## src/rtl/tagc_pkg.sv

```systemverilog
// ----------------------------------------------------------------------------
// tagc_pkg
// Shared types and constants of the transposition, additive and gamma cipher.
// ----------------------------------------------------------------------------
package tagc_pkg;

  // Largest block and password length in bytes
  localparam int unsigned MAX_PASS_LEN = 16;
  localparam int unsigned IDX_W        = $clog2(MAX_PASS_LEN);
  localparam int unsigned LEN_W        = IDX_W + 1;
  localparam int unsigned PW_W         = 8 * MAX_PASS_LEN;

  // Register bus
  localparam int unsigned PADDR_W = 5;
  localparam int unsigned PDATA_W = 64;

  // Register indexes (byte address is 8 times the index)
  localparam logic [1:0] REG_PASS_LEN      = 2'd0;
  localparam logic [1:0] REG_PASSWORD_LOW  = 2'd1;
  localparam logic [1:0] REG_PASSWORD_HIGH = 2'd2;
  localparam logic [1:0] REG_DECRYPT_MODE  = 2'd3;

  // One message byte with its gamma byte
  typedef struct packed {
    logic [7:0] data_byte;
    logic [7:0] gamma_byte;
    logic       end_of_message;
  } msg_t;

  // One transformed byte
  typedef struct packed {
    logic [7:0] out_byte;
    logic       run_last;
    logic       message_last;
  } res_t;

  // Register contents seen by the datapath
  typedef struct packed {
    logic [4:0]      pass_len;
    logic [PW_W-1:0] password;
    logic            decrypt_mode;
  } cfg_t;

endpackage

```

## src/rtl/transposition_additive_gamma_cipher.sv

```systemverilog
// ----------------------------------------------------------------------------
// transposition_additive_gamma_cipher
// Block columnar transposition keyed by the password order, with an additive
// password stage and an XOR gamma stage, on a byte stream.
// ----------------------------------------------------------------------------
//  channel  | direction | handshake            | payload
//  msg      | in        | msg_valid/msg_stall  | data_byte, gamma_byte, end_of_message
//  res      | out       | res_valid/res_stall  | out_byte, run_last, message_last
//  apb      | in/out    | psel/penable/pready  | paddr, pwdata, prdata
//
//  A block of L bytes is filled one transfer a cycle while the input is not
//  held off, then ranked by a pass over the password in the rank lanes, then
//  sent out as L reads through the buffer RAMs.
//  Input is held off from the block's last byte until its last RAM read.
//  Result stalls back up through a two-entry queue and pause the RAM reads.
//  Reset clears the fill count, sequencer and queue; the RAMs are not cleared.
// ----------------------------------------------------------------------------
module transposition_additive_gamma_cipher (
  input  logic                         clk,
  input  logic                         rst,
  input  logic                         msg_valid,
  output logic                         msg_stall,
  input  tagc_pkg::msg_t               msg,
  output logic                         res_valid,
  input  logic                         res_stall,
  output tagc_pkg::res_t               res,
  input  logic                         psel,
  input  logic                         penable,
  input  logic                         pwrite,
  input  logic [tagc_pkg::PADDR_W-1:0] paddr,
  input  logic [tagc_pkg::PDATA_W-1:0] pwdata,
  output logic [tagc_pkg::PDATA_W-1:0] prdata,
  output logic                         pready
);

  localparam logic [1:0] S_FILL = 2'd0;
  localparam logic [1:0] S_RANK = 2'd1;
  localparam logic [1:0] S_EMIT = 2'd2;

  tagc_pkg::cfg_t               cfg;
  logic [1:0]                   state;
  logic [tagc_pkg::LEN_W-1:0]   fill;
  logic [tagc_pkg::LEN_W-1:0]   fill_next;
  logic [tagc_pkg::LEN_W-1:0]   bsize;
  logic [tagc_pkg::LEN_W-1:0]   len;
  logic                         eom;
  logic [tagc_pkg::IDX_W-1:0]   pos;
  logic                         acc;
  logic                         flush;
  logic                         rank_done;
  logic [tagc_pkg::IDX_W-1:0]   key_idx;
  logic [tagc_pkg::IDX_W-1:0]   rank_sel;
  logic                         issue;
  logic                         issue_last;
  logic [tagc_pkg::IDX_W-1:0]   data_addr;
  logic [tagc_pkg::IDX_W-1:0]   gamma_addr;
  logic [tagc_pkg::IDX_W-1:0]   pw_idx;
  logic [7:0]                   data_rd;
  logic [7:0]                   gamma_rd;
  logic                         rd_v;
  logic [7:0]                   rd_pw;
  logic                         rd_mode;
  logic                         rd_last;
  logic                         rd_eom;
  tagc_pkg::res_t               res_next;
  logic [1:0]                   q_count;
  logic                         pop;

  tagc_cfg u_cfg (
    .clk     (clk),
    .rst     (rst),
    .psel    (psel),
    .penable (penable),
    .pwrite  (pwrite),
    .paddr   (paddr),
    .pwdata  (pwdata),
    .prdata  (prdata),
    .pready  (pready),
    .cfg     (cfg)
  );

  // Effective block size: zero acts as one, large values clamp
  always_comb begin
    priority if (cfg.pass_len == 5'd0) begin
      bsize = tagc_pkg::LEN_W'(1);
    end else if (cfg.pass_len > 5'(tagc_pkg::MAX_PASS_LEN)) begin
      bsize = tagc_pkg::LEN_W'(tagc_pkg::MAX_PASS_LEN);
    end else begin
      bsize = tagc_pkg::LEN_W'(cfg.pass_len);
    end
  end

  assign msg_stall = (state != S_FILL);
  assign acc       = msg_valid && !msg_stall;
  assign fill_next = fill[tagc_pkg::IDX_W] ? fill : fill + tagc_pkg::LEN_W'(1);
  assign flush     = acc && ((fill_next >= bsize) || msg.end_of_message);

  // Issue a read only when the queue has room for it on landing
  assign pop        = res_valid && !res_stall;
  assign issue      = (state == S_EMIT) &&
                      (({1'b0, q_count} + {2'b0, rd_v}) <= (3'd1 + {2'b0, pop}));
  assign issue_last = ({1'b0, pos} == len - tagc_pkg::LEN_W'(1));

  // Sequencer: fill, rank, emit
  always_ff @(posedge clk) begin
    if (rst) begin
      state <= S_FILL;
      fill  <= '0;
    end else begin
      unique case (state)
        S_FILL: begin
          if (flush) begin
            fill  <= '0;
            state <= S_RANK;
          end else if (acc) begin
            fill <= fill_next;
          end
        end
        S_RANK: begin
          if (rank_done) begin
            state <= S_EMIT;
          end
        end
        S_EMIT: begin
          if (issue && issue_last) begin
            state <= S_FILL;
          end
        end
        default: state <= S_FILL;
      endcase
    end
  end

  // Block length, end flag and output position
  always_ff @(posedge clk) begin
    if (flush) begin
      len <= fill_next;
      eom <= msg.end_of_message;
    end
    if (rank_done) begin
      pos <= '0;
    end else if (issue) begin
      pos <= pos + tagc_pkg::IDX_W'(1);
    end
  end

  tagc_rank u_rank (
    .clk      (clk),
    .rst      (rst),
    .start    (flush),
    .len      (len),
    .password (cfg.password),
    .pos      (pos),
    .done     (rank_done),
    .key_idx  (key_idx),
    .rank_sel (rank_sel)
  );

  // Read addresses for the two directions
  always_comb begin
    if (cfg.decrypt_mode) begin
      data_addr  = rank_sel;
      gamma_addr = rank_sel;
      pw_idx     = rank_sel;
    end else begin
      data_addr  = key_idx;
      gamma_addr = pos;
      pw_idx     = pos;
    end
  end

  tagc_ram #(.WIDTH(8), .DEPTH(tagc_pkg::MAX_PASS_LEN)) u_data_ram (
    .clk   (clk),
    .we    (acc && !fill[tagc_pkg::IDX_W]),
    .waddr (fill[tagc_pkg::IDX_W-1:0]),
    .wdata (msg.data_byte),
    .re    (issue),
    .raddr (data_addr),
    .rdata (data_rd)
  );

  tagc_ram #(.WIDTH(8), .DEPTH(tagc_pkg::MAX_PASS_LEN)) u_gamma_ram (
    .clk   (clk),
    .we    (acc && !fill[tagc_pkg::IDX_W]),
    .waddr (fill[tagc_pkg::IDX_W-1:0]),
    .wdata (msg.gamma_byte),
    .re    (issue),
    .raddr (gamma_addr),
    .rdata (gamma_rd)
  );

  // Carry the per-byte control alongside the RAM read
  always_ff @(posedge clk) begin
    if (rst) begin
      rd_v <= 1'b0;
    end else begin
      rd_v <= issue;
    end
  end

  always_ff @(posedge clk) begin
    if (issue) begin
      rd_pw   <= cfg.password[{pw_idx, 3'b000} +: 8];
      rd_mode <= cfg.decrypt_mode;
      rd_last <= issue_last;
      rd_eom  <= issue_last && eom;
    end
  end

  // Additive and gamma stage on the read data
  always_comb begin
    if (rd_mode) begin
      res_next.out_byte = (data_rd ^ gamma_rd) - rd_pw;
    end else begin
      res_next.out_byte = (data_rd + rd_pw) ^ gamma_rd;
    end
    res_next.run_last     = rd_last;
    res_next.message_last = rd_eom;
  end

  tagc_outq u_outq (
    .clk       (clk),
    .rst       (rst),
    .push      (rd_v),
    .push_data (res_next),
    .pop       (pop),
    .count     (q_count),
    .head      (res)
  );

  assign res_valid = (q_count != 2'd0);

endmodule

```

## src/rtl/tagc_ram.sv

```systemverilog
// ----------------------------------------------------------------------------
// tagc_ram
// Simple dual-port synchronous RAM, one write and one registered read port.
// ----------------------------------------------------------------------------
module tagc_ram #(
  parameter int unsigned WIDTH = 8,
  parameter int unsigned DEPTH = 16
) (
  input  logic                     clk,
  input  logic                     we,
  input  logic [$clog2(DEPTH)-1:0] waddr,
  input  logic [WIDTH-1:0]         wdata,
  input  logic                     re,
  input  logic [$clog2(DEPTH)-1:0] raddr,
  output logic [WIDTH-1:0]         rdata
);

  logic [WIDTH-1:0] mem [DEPTH];

  // Write port
  always_ff @(posedge clk) begin
    if (we) begin
      mem[waddr] <= wdata;
    end
  end

  // Registered read port
  always_ff @(posedge clk) begin
    if (re) begin
      rdata <= mem[raddr];
    end
  end

endmodule

```

## src/rtl/tagc_cfg.sv

```systemverilog
// ----------------------------------------------------------------------------
// tagc_cfg
// Register block on the APB-style port: block length, password, direction.
// ----------------------------------------------------------------------------
module tagc_cfg (
  input  logic                           clk,
  input  logic                           rst,
  input  logic                           psel,
  input  logic                           penable,
  input  logic                           pwrite,
  input  logic [tagc_pkg::PADDR_W-1:0]   paddr,
  input  logic [tagc_pkg::PDATA_W-1:0]   pwdata,
  output logic [tagc_pkg::PDATA_W-1:0]   prdata,
  output logic                           pready,
  output tagc_pkg::cfg_t                 cfg
);

  logic [1:0] idx;
  logic       wr;

  assign idx    = paddr[4:3];
  assign wr     = psel && penable && pwrite;
  assign pready = 1'b1;

  // Write registers on the access cycle
  always_ff @(posedge clk) begin
    if (rst) begin
      cfg.pass_len     <= 5'd1;
      cfg.password     <= '0;
      cfg.decrypt_mode <= 1'b0;
    end else if (wr) begin
      unique case (idx)
        tagc_pkg::REG_PASS_LEN:      cfg.pass_len        <= pwdata[4:0];
        tagc_pkg::REG_PASSWORD_LOW:  cfg.password[63:0]  <= pwdata;
        tagc_pkg::REG_PASSWORD_HIGH: cfg.password[127:64] <= pwdata;
        tagc_pkg::REG_DECRYPT_MODE:  cfg.decrypt_mode    <= pwdata[0];
        default:                     cfg.decrypt_mode    <= cfg.decrypt_mode;
      endcase
    end
  end

  // Read back
  always_comb begin
    unique case (idx)
      tagc_pkg::REG_PASS_LEN:      prdata = {59'd0, cfg.pass_len};
      tagc_pkg::REG_PASSWORD_LOW:  prdata = cfg.password[63:0];
      tagc_pkg::REG_PASSWORD_HIGH: prdata = cfg.password[127:64];
      tagc_pkg::REG_DECRYPT_MODE:  prdata = {63'd0, cfg.decrypt_mode};
      default:                     prdata = '0;
    endcase
  end

endmodule

```

## src/rtl/tagc_rank.sv

```systemverilog
// ----------------------------------------------------------------------------
// tagc_rank
// Rank lanes: one counter per password byte, fed one password byte a cycle,
// giving the stable signed sort order of the block's password prefix.
// ----------------------------------------------------------------------------
module tagc_rank (
  input  logic                          clk,
  input  logic                          rst,
  input  logic                          start,
  input  logic [tagc_pkg::LEN_W-1:0]    len,
  input  logic [tagc_pkg::PW_W-1:0]     password,
  input  logic [tagc_pkg::IDX_W-1:0]    pos,
  output logic                          done,
  output logic [tagc_pkg::IDX_W-1:0]    key_idx,
  output logic [tagc_pkg::IDX_W-1:0]    rank_sel
);

  logic                         busy;
  logic [tagc_pkg::IDX_W-1:0]   step;
  logic [tagc_pkg::PW_W-1:0]    sh;
  logic [tagc_pkg::IDX_W-1:0]   rank_r [tagc_pkg::MAX_PASS_LEN];
  logic                         last_step;

  assign last_step = ({1'b0, step} == len - tagc_pkg::LEN_W'(1));

  // Sequence the pass over the password prefix
  always_ff @(posedge clk) begin
    if (rst) begin
      busy <= 1'b0;
      done <= 1'b0;
    end else begin
      done <= 1'b0;
      if (start) begin
        busy <= 1'b1;
      end else if (busy && last_step) begin
        busy <= 1'b0;
        done <= 1'b1;
      end
    end
  end

  // Shift the password past the lanes and advance the counters
  always_ff @(posedge clk) begin
    if (start) begin
      step <= '0;
      sh   <= password;
      for (int j = 0; j < tagc_pkg::MAX_PASS_LEN; j++) begin
        rank_r[j] <= '0;
      end
    end else if (busy) begin
      step <= step + tagc_pkg::IDX_W'(1);
      sh   <= sh >> 8;
      for (int j = 0; j < tagc_pkg::MAX_PASS_LEN; j++) begin
        if (($signed(sh[7:0]) < $signed(password[8*j +: 8])) ||
            ((sh[7:0] == password[8*j +: 8]) && (step < tagc_pkg::IDX_W'(j)))) begin
          rank_r[j] <= rank_r[j] + tagc_pkg::IDX_W'(1);
        end
      end
    end
  end

  // Inverse lookup: which byte of the block goes to output position pos
  always_comb begin
    key_idx = '0;
    for (int j = 0; j < tagc_pkg::MAX_PASS_LEN; j++) begin
      if ((tagc_pkg::LEN_W'(j) < len) && (rank_r[j] == pos)) begin
        key_idx = key_idx | tagc_pkg::IDX_W'(j);
      end
    end
  end

  assign rank_sel = rank_r[pos];

endmodule

```

## src/rtl/tagc_outq.sv

```systemverilog
// ----------------------------------------------------------------------------
// tagc_outq
// Two-entry result queue in front of the result channel.
// ----------------------------------------------------------------------------
module tagc_outq (
  input  logic           clk,
  input  logic           rst,
  input  logic           push,
  input  tagc_pkg::res_t push_data,
  input  logic           pop,
  output logic [1:0]     count,
  output tagc_pkg::res_t head
);

  tagc_pkg::res_t entry [2];
  logic           wr_ptr;
  logic           rd_ptr;

  // Pointers and fill level
  always_ff @(posedge clk) begin
    if (rst) begin
      wr_ptr <= 1'b0;
      rd_ptr <= 1'b0;
      count  <= 2'd0;
    end else begin
      if (push) begin
        wr_ptr <= ~wr_ptr;
      end
      if (pop) begin
        rd_ptr <= ~rd_ptr;
      end
      count <= count + {1'b0, push} - {1'b0, pop};
    end
  end

  // Store entries
  always_ff @(posedge clk) begin
    if (push) begin
      entry[wr_ptr] <= push_data;
    end
  end

  assign head = entry[rd_ptr];

endmodule

```

## config.mk

```make
export PLATFORM = sky130hd
export DESIGN_NAME = transposition_additive_gamma_cipher
export DESIGN_NICKNAME = d
export VERILOG_FILES = /design/src/rtl/tagc_pkg.sv /design/src/rtl/transposition_additive_gamma_cipher.sv /design/src/rtl/tagc_ram.sv /design/src/rtl/tagc_cfg.sv /design/src/rtl/tagc_rank.sv /design/src/rtl/tagc_outq.sv
export SDC_FILE = /design/constraint.sdc
export NUM_CORES = 1
export LEC_CHECK = 0
export BUFFER_PORTS_ARGS = -buffer_cell sky130_fd_sc_hd__buf_4
export CAP_MARGIN = 20
export CELL_PAD_IN_SITES_DETAIL_PLACEMENT = 1
export CELL_PAD_IN_SITES_GLOBAL_PLACEMENT = 1
export CORE_MARGIN = 1.5
export CORE_UTILIZATION = 40
export CTS_CLUSTER_SIZE = 24
export DETAILED_ROUTE_END_ITERATION = 10
export MAX_ROUTING_LAYER = met4
export PLACE_DENSITY = 0.66
export SETUP_SLACK_MARGIN = 0.02
export SLEW_MARGIN = 20
export SYNTH_ARGS = -nofsm -noshare
export SYNTH_HDL_FRONTEND = slang
export SYNTH_HIERARCHICAL = 1
export SYNTH_SLANG_ARGS = --single-unit
```

## constraint.sdc

```tcl
create_clock -name clk -period 6.4 [get_ports clk]
set_clock_uncertainty 0.1 [all_clocks]
set_input_delay 0.32 -clock clk [delete_from_list [all_inputs] [get_ports clk]]
set_output_delay 0.32 -clock clk [all_outputs]
set_load 0.01 [all_outputs]
```

==> results of run 1 <==
-- logic make-up after synthesis --
kind of cell | after synthesis | synth area share
AO/OA/AOI/OAI | 326 | 0.0651
XOR/XNOR | 139 | 0.0357
adder cells (fa/ha/maj) | 178 | 0.0651
buffers and inverters | 315 | 0.0432
flip-flops | 658 | 0.527
multiplexers | 361 | 0.144
other | 1 | 0.000109
AND/OR/NAND/NOR | 809 | 0.121
-- layout make-up --
class                      count  area [sq um]  area share
antenna                        1          2.50   0.0000623
clock buffer                 100          2120      0.0526
clock inverter                40           388     0.00965
inverter                     173           654      0.0163
multi-input combinational   1814         14900       0.371
sequential                   658         18200       0.453
tap                         1144          1430      0.0356
timing repair buffer         301          2490      0.0621
-- registers in the layout, indices dropped and copies added (netlist names), 2 cells and up, named ones only --
register and count:
u_outq/count 2, rd_pw 8, u_gamma_ram/rdata 8, u_gamma_ram/mem 128
u_cfg/cfg 134, u_data_ram/mem 128, state 2, u_data_ram/rdata 8
u_outq/entry 20, u_rank/rank_r 64, u_rank/sh 128, len 5
fill 5, pos 4, u_rank/step 4
-- metrics by stage --
stage | area (sq um) | std cells | total power, W
global placement | 36800 | 4005 | 0.0106
CTS | 40200 | 4229 | 0.0152
global route | 40200 | 4231 | 0.0159
finish | 40200 | 4231 | 0.0152
floorplan | 34500 | 2787 | 0.00931
detailed placement | 36800 | 4005 | 0.0108
-- worst min path at each step --
stage	end	slack, ps	depth (start not counted)
5_1_grt	u_cfg/cfg[66]$_SDFFE_PP0P_	30	3
4_1_cts	u_cfg/cfg[66]$_SDFFE_PP0P_	0.2	3
6_report	u_cfg/cfg[66]$_SDFFE_PP0P_	40	3
2_1_floorplan	u_outq/count[0]$_SDFF_PP0_	290	1
3_5_place_dp	u_outq/entry[0][0]$_DFFE_PP_	380	0
3_3_place_gp	u_outq/entry[1][1]$_DFFE_PP_	370	0
-- cells in the mapped netlist, types with 6 or more instances --
cell type and instances:
buf_2 50, a22oi_1 32, and2_1 10, o21ai_0 34, a211oi_1 6, mux2i_1 140
nand4_1 34, a311oi_1 8, buf_4 15, buf_6 19, xor2_1 63, mux4_2 57
mux4_1 28, a21oi_1 73, o21ai_1 9, nor4_1 12, nand3b_1 7, inv_1 170
nor2_1 145, dfxtp_1 157, o22ai_1 12, mux2_2 134, a22o_1 59, nand2_1 193
o211ai_1 8, nor3_1 16, a31oi_1 19, a21o_1 22, ha_1 174, nor2b_1 32
clkdlybuf4s25_2 6, o22a_1 6, xnor2_1 75, nand3_1 78, edfxtp_1 501, and3_1 21
nand2b_1 228, clkbuf_1 47
-- where the power goes --
group	internal [W]	switching [W]	leakage (nW)	total, W
combinational	0.00222	0.00287	7.74	0.00508
clock	0.00242	0.00190	1.21	0.00432
sequential	0.00528	0.000498	6.04	0.00578
-- worst max-delay path: cells and delay by family (launching register included) --
kind                   cells  cell delay (ps)
AO/OA/AOI/OAI              3             1010
buffers and inverters      3             1090
flip-flops                 1              890
multiplexers               3             1320
-- metal layers --
| metal | track usage | vias to the layer above | share of wire |
|---|---|---|---|
| li1 | - | 10700 | - |
| met1 | 0.332 | 12200 | 0.44 |
| met2 | 0.384 | 758 | 0.46 |
| met3 | 0.0377 | 222 | 0.062 |
| met4 | 0.0957 | 0 | 0.039 |
| met5 | - | - | 0 |
-- timing repair --
action | CTS | global route
hold endpoints to repair | 393 | 0
hold buffers | 84 | 0
gates resized for setup | 0 | 0
setup endpoints to repair | 0 | 0
==> flow_summary.json, run 1 <==
{
  "status": "finished clean",
  "cp_max_fo": 41,
  "grt_pass1_wl_um": 161000,
  "maxSlewHeadroom": 0.204,
  "grt_start_max_net_pins": 139,
  "vias": 23900,
  "clock_sinks": 658,
  "layout.nets": 3293,
  "clkLatencyLatePin_ps": 650,
  "antenna_found_initial": 3,
  "synth.area.top_cells": "edfxtp_1 (44%), dfxtp_1 (9.1%), ha_1 (6.3%)",
  "htree_levels": 3,
  "hold_ws_ps": 42.6,
  "clk_path_buf_depth": 3,
  "r2r-end": "rd_pw[4]$_DFFE_PP_",
  "post_drt_wl_per_cell_um": 25.6,
  "firstDrtPassIters": 5,
  "post_cts_buffers": 0,
  "min_period_ps": 4580,
  "crit_chain": "mux4_2, mux4_2, mux2i_4, buf_4, inv_2, buf_4, a311oi_1, a31oi_1, o22ai_1",
  "fin_setup_tns_ps": 0,
  "gp_congestion": 0.885,
  "antenna_left": 0,
  "fp.dieArea_sq_mm": 0.0881,
  "ys.flop_type": "edfxtp_1",
  "r2r_setup_slack_ps": 1820,
  "tightestPinTransition_ps": 1190,
  "wl_um": 108000,
  "p_leak_nw": 15.0,
  "io_pins": 170,
  "min_period_over_period": 0.716,
  "critPathLaunch": "pos[1]$_SDFFE_PP0P_",
  "cts_root_buffer": "clkbuf_16",
  "synth-seq-cells": 658,
  "vdd_drop_max_mv": 0.244,
  "synth_edf_count": 501,
  "yosysWarnings": 6,
  "final_common_cell": "edfxtp_1",
  "worstHoldPathType": "primary input to register",
  "hold_viol_final": 0,
  "area_growth_pct": 16.4,
  "clk_pin_slew_ps": 60,
  "syn_inst": 2787,
  "synth_top_cell_by_area": "edfxtp_1",
  "critPathCapture": "rd_pw[4]$_DFFE_PP_",
  "rsz0062_at_grt": "false",
  "setup_slack_ps": 1820,
  "synth_top_cell_area_share": 0.436,
  "viasPerCell": 5.64,
  "setup_viol": 0,
  "place_hpwl_um": 75600,
  "fin_util": 0.471,
  "grt_pass1_vias": 25300,
  "crit_arrival_ps": 4960,
  "timing.rr.start": "pos[1]$_SDFFE_PP0P_",
  "overflow": 0,
  "grtUsageTotal": 0.249,
  "report.final.slew_viol_count": 0,
  "initial_core_util": 0.404,
  "synthDistinctLibCells": 79,
  "drt-initial-drc-count": 1730,
  "synth.avg_cell_area_sq_um": 12.4,
  "clock.fmax_ghz": 0.218,
  "final_cell_mix": "edfxtp_1 (501), nand2b_1 (228), buf_4 (215), nand2_1 (193), ha_1 (174)",
  "core_sq_mm": 0.0854,
  "path_class": "register to register",
  "worst_r2r_path_depth": 9,
  "hp-start": "pwdata[1]",
  "chipHeight_um": 297,
  "route.detailed.drc": 0,
  "synth_fp_nets": 3057,
  "synthesis.area_sq_mm": 0.0345,
  "worstPathRequired_ps": 6780,
  "place_ws_ps": 1670,
  "max_stage_delay_ps": 890,
  "drive_gt1_frac": 0.178,
  "portBuffers": 165,
  "ys_seq_area_frac": 0.527,
  "cts_tree": "yes",
  "cts_made_buffers": 75,
  "synthArstFlopShare": 0,
  "power_density_mw_per_mm2": 378,
  "max_cap_viol_count": 0,
  "rows": 107,
  "cp-end-kind": "register",
  "die_x_um": 297,
  "startpoint_type": "register",
  "crit_path_top_delay_cell": "dfxtp_2",
  "fillers": 8947
}
Power figures use the tool's default switching activity.
==> run 2, diff against run 1 <==
--- a/config.mk
+++ b/config.mk
@@ -14,7 +14,7 @@
 export CTS_CLUSTER_SIZE = 24
 export DETAILED_ROUTE_END_ITERATION = 10
 export MAX_ROUTING_LAYER = met4
-export PLACE_DENSITY = 0.66
+export PLACE_DENSITY = 0.64
 export SETUP_SLACK_MARGIN = 0.02
 export SLEW_MARGIN = 20
 export SYNTH_ARGS = -nofsm -noshare
==> constraint.sdc (replaced) <==
create_clock -name clk -period 4.6 [get_ports clk]
set_clock_uncertainty 0.1 [all_clocks]
set_input_delay 0.23 -clock clk [delete_from_list [all_inputs] [get_ports clk]]
set_output_delay 0.23 -clock clk [all_outputs]
set_load 0.01 [all_outputs]
==> run 2 against run 1 <==
Global-route usage grew 0.52 points. Wire length rose by 1.7%. Die area unchanged. Hold slack worse by 23 ps. Largest cell class unchanged. Largest power group unchanged. Count of clock-buffer cells in the layout up 8.
==> flow_summary.json, run 2 (synthesized netlist as in run 1, its figures left out) <==
{
  "status": "finished clean",
  "drive_gt1_frac": 0.181,
  "firstDrtPassIters": 7,
  "fin_area_sq_mm": 0.0406,
  "report.final.slew_viol_count": 0,
  "worstHoldPathType": "primary input to register",
  "top_register": "u_cfg/cfg",
  "cp-end-kind": "register",
  "crit_path_top_delay_cell": "dfxtp_2",
  "p_leak_nw": 15.2,
  "final_common_cell": "edfxtp_1",
  "crit_arrival_ps": 4300,
  "max_cap_viol_count": 0,
  "fin_util": 0.475,
  "maxSlewHeadroom": 0.215,
  "place_area_sq_mm": 0.0371,
  "htree_levels": 3,
  "layout.nets": 3315,
  "grt_pass1_vias": 24900,
  "post_cts_buffers": 0,
  "max_stage_delay_ps": 900,
  "core_sq_mm": 0.0854,
  "place_hpwl_um": 79000,
  "vdd_drop_max_mv": 0.389,
  "clk_path_buf_depth": 3,
  "tightestPinTransition_ps": 1180,
  "clock_sinks": 658,
  "clk_pin_slew_ps": 60,
  "rsz0062_at_grt": "false",
  "grt_pass1_wl_um": 164000,
  "chipHeight_um": 297,
  "clock.fmax_ghz": 0.249,
  "cts_tree": "yes",
  "vias": 23800,
  "cts_root_buffer": "clkbuf_16",
  "cp_common_cell": "mux4_2",
  "total_power_w": 0.0215,
  "io_pins": 170,
  "min_period_ps": 4010,
  "setup_viol": 0,
  "fillers": 8861,
  "rows": 107,
  "portBuffers": 165,
  "post_drt_wl_per_cell_um": 25.9,
  "min_period_over_period": 0.872,
  "wl_um": 110000,
  "drt-initial-drc-count": 1729,
  "hold_viol_final": 0,
  "swShare": 0.338,
  "final_cell_mix": "edfxtp_1 (501), nand2b_1 (228), buf_4 (226), nand2_1 (193), ha_1 (172)",
  "die_x_um": 297,
  "antenna_found_initial": 2,
  "seq_power_share": 0.371,
  "cp_max_fo": 32,
  "startpoint_type": "register",
  "antenna_left": 0,
  "intPower_w": 0.0143,
  "largest_reg_flops": 134,
  "cts_made_buffers": 78,
  "overflow": 0,
  "clkLatencyLatePin_ps": 650,
  "viasPerCell": 5.59,
  "power_density_mw_per_mm2": 531,
  "crit_chain": "mux4_2, mux4_2, mux2i_4, inv_2, buf_4, mux4_1, a22oi_1, nand2_1",
  "initial_core_util": 0.404,
  "grtUsageTotal": 0.255,
  "gp_congestion": 0.918,
  "fin_setup_tns_ps": 0,
  "clkPwrFrac": 0.291,
  "fp.dieArea_sq_mm": 0.0881,
  "pwr-share-comb": 0.338,
  "grt_start_max_net_pins": 124,
  "switchingPower_w": 0.00728,
  "worstPathRequired_ps": 4880,
  "path_class": "register to register",
  "route.detailed.drc": 0,
  "setup_slack_ps": 589,
  "place_ws_ps": 619,
  "area_growth_pct": 17.6
}
-- run 2: what timing repair did --
| action | CTS | global route |
|---|---|---|
| hold buffers | 84 | 0 |
| endpoints found under the hold margin | 388 | 0 |
| resized for setup | 0 | 0 |
-- run 2: metrics by stage --
stage                     cells  hold WS [ps]
after floorplan            2787           202
after global placement     4025           373
after detailed placement   4025           381
after CTS                  4253          2.38
after global routing       4254          18.3
final                      4254          19.9
-- run 2: final timing paths --
check / slack (ps) / cells past startpoint / to / start
setup / recovery: 590 / 8 / u_gamma_ram/rdata[3]$_DFFE_PP_ / pos[1]$_SDFFE_PP0P_
hold / removal: 20 / 3 / u_cfg/cfg[68]$_SDFFE_PP0P_ / pwdata[3]
setup reg to reg: 590 / 8 / u_gamma_ram/rdata[3]$_DFFE_PP_ / pos[1]$_SDFFE_PP0P_
hold reg to reg: 380 / 0 / u_outq/entry[0][1]$_DFFE_PP_ / rd_last$_DFFE_PP_
-- run 2: cell type report --
type / instances / area (sq um) / share of cell area
multi-input combinational: 1814 / 15000 / 0.368
tap: 1144 / 1430 / 0.0353
clock inverter: 36 / 493 / 0.0121
antenna: 1 / 2.50 / 0.0000616
sequential: 658 / 18200 / 0.448
timing repair buffer: 320 / 2740 / 0.0674
inverter: 173 / 653 / 0.0161
clock buffer: 108 / 2130 / 0.0524
-- run 2: worst max-delay path: cells and delay by family, from the launching register on --
family                 cells  cell delay [ps]
AO/OA/AOI/OAI              1              350
buffers and inverters      2              410
flip-flops                 1              900
multiplexers               4             1900
AND/OR/NAND/NOR            1              100
-- run 2: routing by layer --
layer / global-route usage / part of all wire / vias up
li1: - / - / 10700
met1: 0.350 / 0.46 / 12400
met2: 0.404 / 0.48 / 560
met3: 0.0282 / 0.043 / 147
met4: 0.0603 / 0.022 / 0
met5: - / 0 / -
-- run 2: power groups by stage --
stage                     clock network [W]  logic [W]  registers [W]
after detailed placement                  0    0.00716        0.00810
after global routing                0.00661    0.00787        0.00806
after CTS                           0.00642    0.00728        0.00798
after global placement                    0    0.00694        0.00805
after floorplan                           0    0.00515        0.00781
final                               0.00628    0.00728        0.00799
